--- src/rtl/core/assert_macros.svh ---
// Assertion macros used by the decoder top level.
`ifndef ASSERT_MACROS_SVH
`define ASSERT_MACROS_SVH

`ifndef SYNTHESIS

// Checks a property at every rising clock edge outside reset.
`define ASSERT_ALWAYS(lbl, clk, rst, prop, msg) \
   lbl: assert property (@(posedge clk) disable iff (rst) (prop)) else $error(msg);

// Checks that a condition implies a consequence in the same cycle.
`define ASSERT_IMPLIES(lbl, clk, rst, ante, cons, msg) \
   lbl: assert property (@(posedge clk) disable iff (rst) (ante) |-> (cons)) else $error(msg);

`else

`define ASSERT_ALWAYS(lbl, clk, rst, prop, msg)
`define ASSERT_IMPLIES(lbl, clk, rst, ante, cons, msg)

`endif

`endif

--- src/rtl/core/imad_pkg.sv ---
// Types and constants of the IMA ADPCM nibble decoder.
package imad_pkg;

   localparam int unsigned StepCount = 89;

   localparam logic [6:0] MaxStepIndex = 7'd88;

   localparam logic signed [15:0] SampleMax = 16'sh7fff;
   localparam logic signed [15:0] SampleMin = 16'sh8001;
   localparam logic signed [17:0] SumMax    = 18'sd32767;
   localparam logic signed [17:0] SumMin    = -18'sd32767;

   localparam logic MODE_HEADER = 1'b0;
   localparam logic MODE_DATA   = 1'b1;

   localparam logic [14:0] StepTable [StepCount] = '{
      15'd7,     15'd8,     15'd9,     15'd10,    15'd11,    15'd12,    15'd13,    15'd14,
      15'd16,    15'd17,    15'd19,    15'd21,    15'd23,    15'd25,    15'd28,    15'd31,
      15'd34,    15'd37,    15'd41,    15'd45,    15'd50,    15'd55,    15'd60,    15'd66,
      15'd73,    15'd80,    15'd88,    15'd97,    15'd107,   15'd118,   15'd130,   15'd143,
      15'd157,   15'd173,   15'd190,   15'd209,   15'd230,   15'd253,   15'd279,   15'd307,
      15'd337,   15'd371,   15'd408,   15'd449,   15'd494,   15'd544,   15'd598,   15'd658,
      15'd724,   15'd796,   15'd876,   15'd963,   15'd1060,  15'd1166,  15'd1282,  15'd1411,
      15'd1552,  15'd1707,  15'd1878,  15'd2066,  15'd2272,  15'd2499,  15'd2749,  15'd3024,
      15'd3327,  15'd3660,  15'd4026,  15'd4428,  15'd4871,  15'd5358,  15'd5894,  15'd6484,
      15'd7132,  15'd7845,  15'd8630,  15'd9493,  15'd10442, 15'd11487, 15'd12635, 15'd13899,
      15'd15289, 15'd16818, 15'd18500, 15'd20350, 15'd22385, 15'd24623, 15'd27086, 15'd29794,
      15'd32767
   };

   typedef struct packed {
      logic signed [15:0] predictor;
      logic [6:0]         step_index;
   } dec_state_type;

endpackage

--- src/rtl/core/imad_if.sv ---
// Request and response channel interfaces of the IMA ADPCM nibble decoder.
interface imad_req_if;
   logic              valid;
   logic              ready;
   logic              mode;
   logic signed [15:0] init_predictor;
   logic [7:0]        init_step_index;
   logic [7:0]        data_byte;
   logic              last_byte;

   modport source (
      output valid, mode, init_predictor, init_step_index, data_byte, last_byte,
      input  ready
   );
   modport sink (
      input  valid, mode, init_predictor, init_step_index, data_byte, last_byte,
      output ready
   );
endinterface

interface imad_rsp_if;
   logic              valid;
   logic              ready;
   logic signed [15:0] sample;
   logic              last_of_pair;
   logic              block_end;

   modport source (
      output valid, sample, last_of_pair, block_end,
      input  ready
   );
   modport sink (
      input  valid, sample, last_of_pair, block_end,
      output ready
   );
endinterface

--- src/rtl/core/imad_nibble_dec.sv ---
// One-code IMA ADPCM decode step: step lookup, difference, saturation, index update.
module imad_nibble_dec import imad_pkg::*; (
   input  dec_state_type cur_state,
   input  logic [3:0]    code,
   output dec_state_type next_state
);

   logic [14:0]        step;
   logic [16:0]        step_ext;
   logic [16:0]        diff;
   logic signed [17:0] pred_ext;
   logic signed [17:0] diff_ext;
   logic signed [17:0] sum_add;
   logic signed [17:0] sum_sub;
   logic [7:0]         idx_adj;
   logic [7:0]         idx_up;

   assign step     = StepTable[cur_state.step_index];
   assign step_ext = {2'b00, step};

   always_comb begin
      diff = step_ext >> 3;
      if (code[2]) begin
         diff = diff + step_ext;
      end
      if (code[1]) begin
         diff = diff + (step_ext >> 1);
      end
      if (code[0]) begin
         diff = diff + (step_ext >> 2);
      end
   end

   assign pred_ext = {{2{cur_state.predictor[15]}}, cur_state.predictor};
   assign diff_ext = $signed({1'b0, diff});
   assign sum_add  = pred_ext + diff_ext;
   assign sum_sub  = pred_ext - diff_ext;

   assign idx_adj = ({6'b000000, code[1:0]} + 8'd1) << 1;
   assign idx_up  = {1'b0, cur_state.step_index} + idx_adj;

   always_comb begin
      // Each direction clamps only on its own side, so a predictor of -32768
      // can survive an add of zero.
      if (code[3]) begin
         next_state.predictor = (sum_sub < SumMin) ? SampleMin : sum_sub[15:0];
      end else begin
         next_state.predictor = (sum_add > SumMax) ? SampleMax : sum_add[15:0];
      end

      if (code[2]) begin
         next_state.step_index = (idx_up > {1'b0, MaxStepIndex}) ? MaxStepIndex
                                                                 : idx_up[6:0];
      end else begin
         next_state.step_index = (cur_state.step_index == 7'd0) ? 7'd0
                                                                : cur_state.step_index - 7'd1;
      end
   end

endmodule

--- src/rtl/core/ima_adpcm_nibble_decoder.sv ---
// Top level of the IMA ADPCM nibble decoder.
//
//   channel  | dir | carries                                             | per request
//   req_ch   | in  | mode, init_predictor, init_step_index, data_byte,   | one item
//            |     | last_byte                                           |
//   rsp_ch   | out | sample, last_of_pair, block_end                     | 0 or 2 items
//
// A data request is decoded one nibble per cycle while the response is not stalled, through a single
// step-table lookup and saturating add, and the two samples leave one per cycle when the receiver is ready.
// A header request produces no response.
// The next request is accepted in the cycle the high nibble is decoded, so a new
// byte is taken before the last sample of the previous one has left. A stalled response
// holds the decoder; the registered response stage decouples the two sides. Reset clears
// the predictor and step index to zero and empties both stages.
`include "assert_macros.svh"

module ima_adpcm_nibble_decoder import imad_pkg::*; (
   input logic         clock,
   input logic         reset,
   imad_req_if.sink    req_ch,
   imad_rsp_if.source  rsp_ch
);

   dec_state_type state_ff, state_in;
   dec_state_type dec_next;

   logic        hold_valid_ff, hold_valid_in;
   logic        hold_phase_ff, hold_phase_in;
   logic [7:0]  hold_byte_ff, hold_byte_in;
   logic        hold_last_ff, hold_last_in;

   logic               rsp_valid_ff, rsp_valid_in;
   logic signed [15:0] rsp_sample_ff, rsp_sample_in;
   logic               rsp_last_ff, rsp_last_in;
   logic               rsp_end_ff, rsp_end_in;

   logic       fire;
   logic       req_accept;
   logic [3:0] code;

   assign fire       = hold_valid_ff && (!rsp_valid_ff || rsp_ch.ready);
   assign code       = hold_phase_ff ? hold_byte_ff[7:4] : hold_byte_ff[3:0];
   assign req_ch.ready = !hold_valid_ff || (fire && hold_phase_ff);
   assign req_accept = req_ch.valid && req_ch.ready;

   imad_nibble_dec u_dec (
      .cur_state  (state_ff),
      .code       (code),
      .next_state (dec_next)
   );

   always_comb begin
      state_in      = state_ff;
      hold_valid_in = hold_valid_ff;
      hold_phase_in = hold_phase_ff;
      hold_byte_in  = hold_byte_ff;
      hold_last_in  = hold_last_ff;
      rsp_valid_in  = rsp_valid_ff;
      rsp_sample_in = rsp_sample_ff;
      rsp_last_in   = rsp_last_ff;
      rsp_end_in    = rsp_end_ff;

      if (fire) begin
         state_in      = dec_next;
         rsp_valid_in  = 1'b1;
         rsp_sample_in = dec_next.predictor;
         rsp_last_in   = hold_phase_ff;
         rsp_end_in    = hold_phase_ff && hold_last_ff;
         if (hold_phase_ff) begin
            hold_valid_in = 1'b0;
         end else begin
            hold_phase_in = 1'b1;
         end
      end else if (rsp_ch.ready) begin
         rsp_valid_in = 1'b0;
      end

      // A header request in the same cycle as the final decode is the later item, so it wins.
      if (req_accept) begin
         if (req_ch.mode == MODE_HEADER) begin
            state_in.predictor  = req_ch.init_predictor;
            state_in.step_index = (req_ch.init_step_index > {1'b0, MaxStepIndex})
                                  ? MaxStepIndex : req_ch.init_step_index[6:0];
         end else begin
            hold_valid_in = 1'b1;
            hold_phase_in = 1'b0;
            hold_byte_in  = req_ch.data_byte;
            hold_last_in  = req_ch.last_byte;
         end
      end
   end

   always_ff @(posedge clock) begin
      if (reset) begin
         state_ff      <= '0;
         hold_valid_ff <= 1'b0;
         hold_phase_ff <= 1'b0;
         rsp_valid_ff  <= 1'b0;
      end else begin
         state_ff      <= state_in;
         hold_valid_ff <= hold_valid_in;
         hold_phase_ff <= hold_phase_in;
         rsp_valid_ff  <= rsp_valid_in;
      end
   end

   always_ff @(posedge clock) begin
      hold_byte_ff  <= hold_byte_in;
      hold_last_ff  <= hold_last_in;
      rsp_sample_ff <= rsp_sample_in;
      rsp_last_ff   <= rsp_last_in;
      rsp_end_ff    <= rsp_end_in;
   end

   assign rsp_ch.valid        = rsp_valid_ff;
   assign rsp_ch.sample       = rsp_sample_ff;
   assign rsp_ch.last_of_pair = rsp_last_ff;
   assign rsp_ch.block_end    = rsp_end_ff;

   `ASSERT_ALWAYS(a_step_index_range, clock, reset, state_ff.step_index <= MaxStepIndex, "step index above 88")
   `ASSERT_IMPLIES(a_low_nibble_pending, clock, reset, rsp_valid_ff && !rsp_last_ff, hold_valid_ff && hold_phase_ff, "low-nibble sample without pending high nibble")
   `ASSERT_IMPLIES(a_block_end_on_last, clock, reset, rsp_valid_ff && rsp_end_ff, rsp_last_ff, "block end on a low-nibble sample")
   `ASSERT_IMPLIES(a_accept_when_free, clock, reset, req_accept && hold_valid_ff, fire && hold_phase_ff, "request accepted while a byte is still being decoded")

endmodule

--- src/flat_wrapper.sv ---
// flat-port wrapper written by rule: the top's interface ports become plain ports
module ima_adpcm_nibble_decoder_flat import imad_pkg::*;
  (clock, reset, req_ch_valid, req_ch_mode, req_ch_init_predictor, req_ch_init_step_index, req_ch_data_byte, req_ch_last_byte, req_ch_ready, rsp_ch_valid, rsp_ch_sample, rsp_ch_last_of_pair, rsp_ch_block_end, rsp_ch_ready);
  imad_req_if req_ch_i ();
  imad_rsp_if rsp_ch_i ();
  input logic clock;
  input logic reset;
  input wire logic [$bits(req_ch_i.valid)-1:0] req_ch_valid;
  input wire logic [$bits(req_ch_i.mode)-1:0] req_ch_mode;
  input wire logic [$bits(req_ch_i.init_predictor)-1:0] req_ch_init_predictor;
  input wire logic [$bits(req_ch_i.init_step_index)-1:0] req_ch_init_step_index;
  input wire logic [$bits(req_ch_i.data_byte)-1:0] req_ch_data_byte;
  input wire logic [$bits(req_ch_i.last_byte)-1:0] req_ch_last_byte;
  output wire logic [$bits(req_ch_i.ready)-1:0] req_ch_ready;
  output wire logic [$bits(rsp_ch_i.valid)-1:0] rsp_ch_valid;
  output wire logic [$bits(rsp_ch_i.sample)-1:0] rsp_ch_sample;
  output wire logic [$bits(rsp_ch_i.last_of_pair)-1:0] rsp_ch_last_of_pair;
  output wire logic [$bits(rsp_ch_i.block_end)-1:0] rsp_ch_block_end;
  input wire logic [$bits(rsp_ch_i.ready)-1:0] rsp_ch_ready;
  assign req_ch_i.valid = req_ch_valid;
  assign req_ch_i.mode = req_ch_mode;
  assign req_ch_i.init_predictor = req_ch_init_predictor;
  assign req_ch_i.init_step_index = req_ch_init_step_index;
  assign req_ch_i.data_byte = req_ch_data_byte;
  assign req_ch_i.last_byte = req_ch_last_byte;
  assign req_ch_ready = req_ch_i.ready;
  assign rsp_ch_valid = rsp_ch_i.valid;
  assign rsp_ch_sample = rsp_ch_i.sample;
  assign rsp_ch_last_of_pair = rsp_ch_i.last_of_pair;
  assign rsp_ch_block_end = rsp_ch_i.block_end;
  assign rsp_ch_i.ready = rsp_ch_ready;
  ima_adpcm_nibble_decoder u_core (.clock(clock), .reset(reset), .req_ch(req_ch_i), .rsp_ch(rsp_ch_i));
endmodule
--- config.mk ---
export PLATFORM = sky130hd
export DESIGN_NAME = ima_adpcm_nibble_decoder_flat
export DESIGN_NICKNAME = d
export VERILOG_FILES = /design/src/rtl/core/imad_pkg.sv /design/src/rtl/core/imad_if.sv /design/src/rtl/core/imad_nibble_dec.sv /design/src/rtl/core/ima_adpcm_nibble_decoder.sv /design/src/flat_wrapper.sv
export VERILOG_INCLUDE_DIRS = /design/src /design/src/rtl/core
export SDC_FILE = /design/constraint.sdc
export NUM_CORES = 1
export LEC_CHECK = 0
export BUFFER_PORTS_ARGS = -buffer_cell sky130_fd_sc_hd__buf_4
export CAP_MARGIN = 0
export CELL_PAD_IN_SITES_DETAIL_PLACEMENT = 1
export CELL_PAD_IN_SITES_GLOBAL_PLACEMENT = 1
export CORE_UTILIZATION = 45
export CTS_BUF_LIST = sky130_fd_sc_hd__clkbuf_2 sky130_fd_sc_hd__clkbuf_4 sky130_fd_sc_hd__clkbuf_8
export DETAILED_ROUTE_END_ITERATION = 8
export PLACE_DENSITY_LB_ADDON = 0.3
export SKIP_LAST_GASP = 1
export SYNTH_ARGS = -nofsm -noshare
export SYNTH_HDL_FRONTEND = slang
export SYNTH_HIERARCHICAL = 1
export SYNTH_SLANG_ARGS = --single-unit
--- constraint.sdc ---
create_clock -name clock -period 11.4 [get_ports clock]
set_input_delay 0.57 -clock clock [delete_from_list [all_inputs] [get_ports clock]]
set_output_delay 0.57 -clock clock [all_outputs]
set_load 0.005 [all_outputs]
==> impl_metrics.yaml <==
logic_synthesis:
  yosysSeqAreaShare: 0.1554
  postSynthAreaPerCell_um2: 7.811
  syn_area_mm2: 0.008568
  synth_area_leaders: "ha_1, edfxtp_1, dfxtp_1"
  netlist_instances: 1097
  yosys.area_share.simple: 0.1665
  yosys_warnings: 6
  synth_edf_count: 27
  synth.mux.area_fraction: 0.07783
  synth_compound_area_frac: 0.3249
  synth.ff_latch_count: 53
  synth_top_area_share: 0.1358
  synth_top_family_by_area: "compound AO/OA/AOI/OAI gates"
  ys_async_sr_fraction: 0
  yosysTopAreaCell: "ha_1"
  synth_most_common_cell: "a21oi_1"
  yosys-top-cells-count: "a21oi_1, ha_1, o21ai_0"
  synth_cell_type_count: 80
  post_synth_xor_area_fraction: 0.05929
  yosys.area_share.adder: 0.1498
  synth_nets: 1234
  synth_ff_type: "edfxtp_1"
clock_tree:
  clk_pin_slew_ns: 0.10
  cts_tree: "yes"
  cts_max_level: 2
  clk_latency_ns: 0.31
  ctsHoldBuffers: 0
  ctsResizeCount: 0
  max-clock-path-buffers: 2
  cts_made_buffers: 5
  numClockSinks: 53
  cts-root-buf: "clkbuf_8"
  postCtsSetupRepairBufs: 0
sta:
  post-route-period-util: 0.9345
  setup_tns_ns: 0
  fin_skew_ns: 0.008841
  tightest_slew_ns: 1.034
  fmax_ghz: 0.09387
  slew_headroom: 0.3032
  final-max-slew-violation-count: 0
  hold_viol_final: 0
  period_minus_slack_ns: 10.65
  finalSetupViolations: 0
  rsz0062_at_grt: "false"
setup_path:
  critPathMaxFanout: 15
  path_common_cell: "a21oi_1"
  crit_arrival_ns: 10.85
  crit_path_max_incr_delay_ns: 0.49
  cp_num_buf_inv: 2
  crit_slowest_cell: "ha_1"
  path_delay_family: "compound AO/OA/AOI/OAI gates"
  crit_path_start_kind: "register"
  end_kind: "register"
  worstSetupPathType: "reg2reg"
  cp_data_required_time_ns: 11.60
routing:
  drt_wl_total_mm: 29.04
  wl_per_cell_um: 21.74
  ant_nets: 0
  drt_iter0_drc: 779
  dr.pass1.iters: 6
  via_count: 8633
  drcViolationCount: 0
  via_per_inst: 6.462
die:
  core_mm2: 0.01871
  chipWidth_um: 140.0
  rows: 50
  initial_core_util: 0.4581
  die_h_um: 140.0
  ios: 58
  die-area_mm2: 0.01960
layout:
  nFillCells: 2335
  seqCellArea_mm2: 0.001336
  final_nets: 1238
  multi_input_area_mm2: 0.006683
  drive_above_1_share: 0.1425
  antenna_cells: 0
  syn2layout_area_growth_pct: 6.557
  final_area_mm2: 0.009130
run_status:
  outcome: "completed"
hold_path:
  min_path_type: "in2reg"
grt:
  grtUsageTotal: 0.2944
  grt_pass1_wl_mm: 46.28
  grt_pass1_vias: 8547
  grt_max_degree: 69
  antenna_found_initial: 0
  overflow: 0
pwr:
  cellPowerDensity_mw_per_mm2: 228.7
  power.leakage_nw: 3.726
  vdd_ir_drop_max_uv: 106.3
place:
  post-dp-hpwl_mm: 22.54
  io_buffers: 57
  gp_congestion: 0.9997
  dpl-instance-area_mm2: 0.009017
flow_run:
  max-cap-violations: 0
-- cells in the final DEF (no fill, tap or decap), drive strengths merged, types with 8 or more instances in the layout --
cell type and n:
xor2 16, o21a 15, nand2b 17, nor2b 20, ha 93, mux2i 34
nand3 21, dfxtp 26, a311oi 8, a211oi 50, edfxtp 27, o21bai 12
buf 70, a31oi 16, o211ai 23, nor2 79, nor3 42, and2 8
xnor2 42, nand2 65, mux2 27, a21o 19, or3 8, inv 53
o31ai 9, o21ai 94, a21oi 98
-- state kept, by name, summed over array words and instances, names as in the netlist --
signal                      count
u_core/hold_byte_ff             8
u_core/state_ff                23
u_core/hold_valid_ff            1
u_core/rsp_ch.valid             1
u_core/hold_last_ff             1
u_core/rsp_ch.last_of_pair      1
u_core/hold_phase_ff            1
u_core/rsp_ch.block_end         1
u_core/rsp_ch.sample           16
-- cell families after synthesis --
kind of cell | Yosys count
compound gates | 408
simple gates | 292
buf+inv | 125
fa+ha+maj | 99
mux | 62
xor+xnor | 58
flops | 53
-- power breakdown --
group	switching [mW]	leakage (nW)	total (mW)	internal, mW
clock network	0.0665	0.0452	0.111	0.0449
registers	0.0376	0.467	0.287	0.250
logic	1.03	3.21	1.69	0.655
total	1.14	3.73	2.09	0.949
-- final timing paths --
kind / startpoint / endpoint / slack, ns / depth (start not counted)
worst max-delay path: u_core/state_ff[0] / u_core/state_ff[15] / 0.75 / 42
worst min register to register: u_core/rsp_ch.valid / u_core/rsp_ch.valid / 0.56 / 2
worst min-delay path: req_ch_data_byte[5] / u_core/hold_byte_ff[5] / 0.43 / 1
worst max register to register: u_core/state_ff[0] / u_core/state_ff[15] / 0.75 / 42
-- final cells by class --
class / instances / share of cell area
inverters: 52 / 0.02179
multi-input cells: 919 / 0.7319
flip-flops and latches: 53 / 0.1464
well taps: 234 / 0.03207
clock buffers: 5 / 0.007537
repair buffers: 70 / 0.05756
clock inverters: 3 / 0.002741
-- routing by layer --
layer / wire [µm] / vias up / global-route usage / part of all wire
met3: 1888 / 42 / 0.04205 / 0.065
met4: 583 / 0 / 0.07403 / 0.020
met2: 13150 / 285 / 0.4692 / 0.45
li1: - / 4087 / - / -
met1: 13430 / 4219 / 0.4152 / 0.46
met5: 0 / - / 0 / 0
-- per-stage QoR --
| stage | hold WS (ns) | power [mW] | std cells | worst slack [ns] | util |
|---|---|---|---|---|---|
| after floorplan | 0.4309 | 1.498 | 1097 | 1.859 | - |
| after global placement | 0.5122 | 1.897 | 1328 | 0.5899 | 0.4821 |
| after detailed placement | 0.5346 | 1.938 | 1328 | 0.4473 | 0.4821 |
| after CTS | 0.4225 | 2.056 | 1336 | 0.4016 | 0.4871 |
| after global routing | 0.4127 | 2.242 | 1336 | 0.04377 | 0.4881 |
| final | 0.4271 | 2.088 | 1336 | 0.7470 | 0.4881 |
Power figures use the tool's default switching activity.
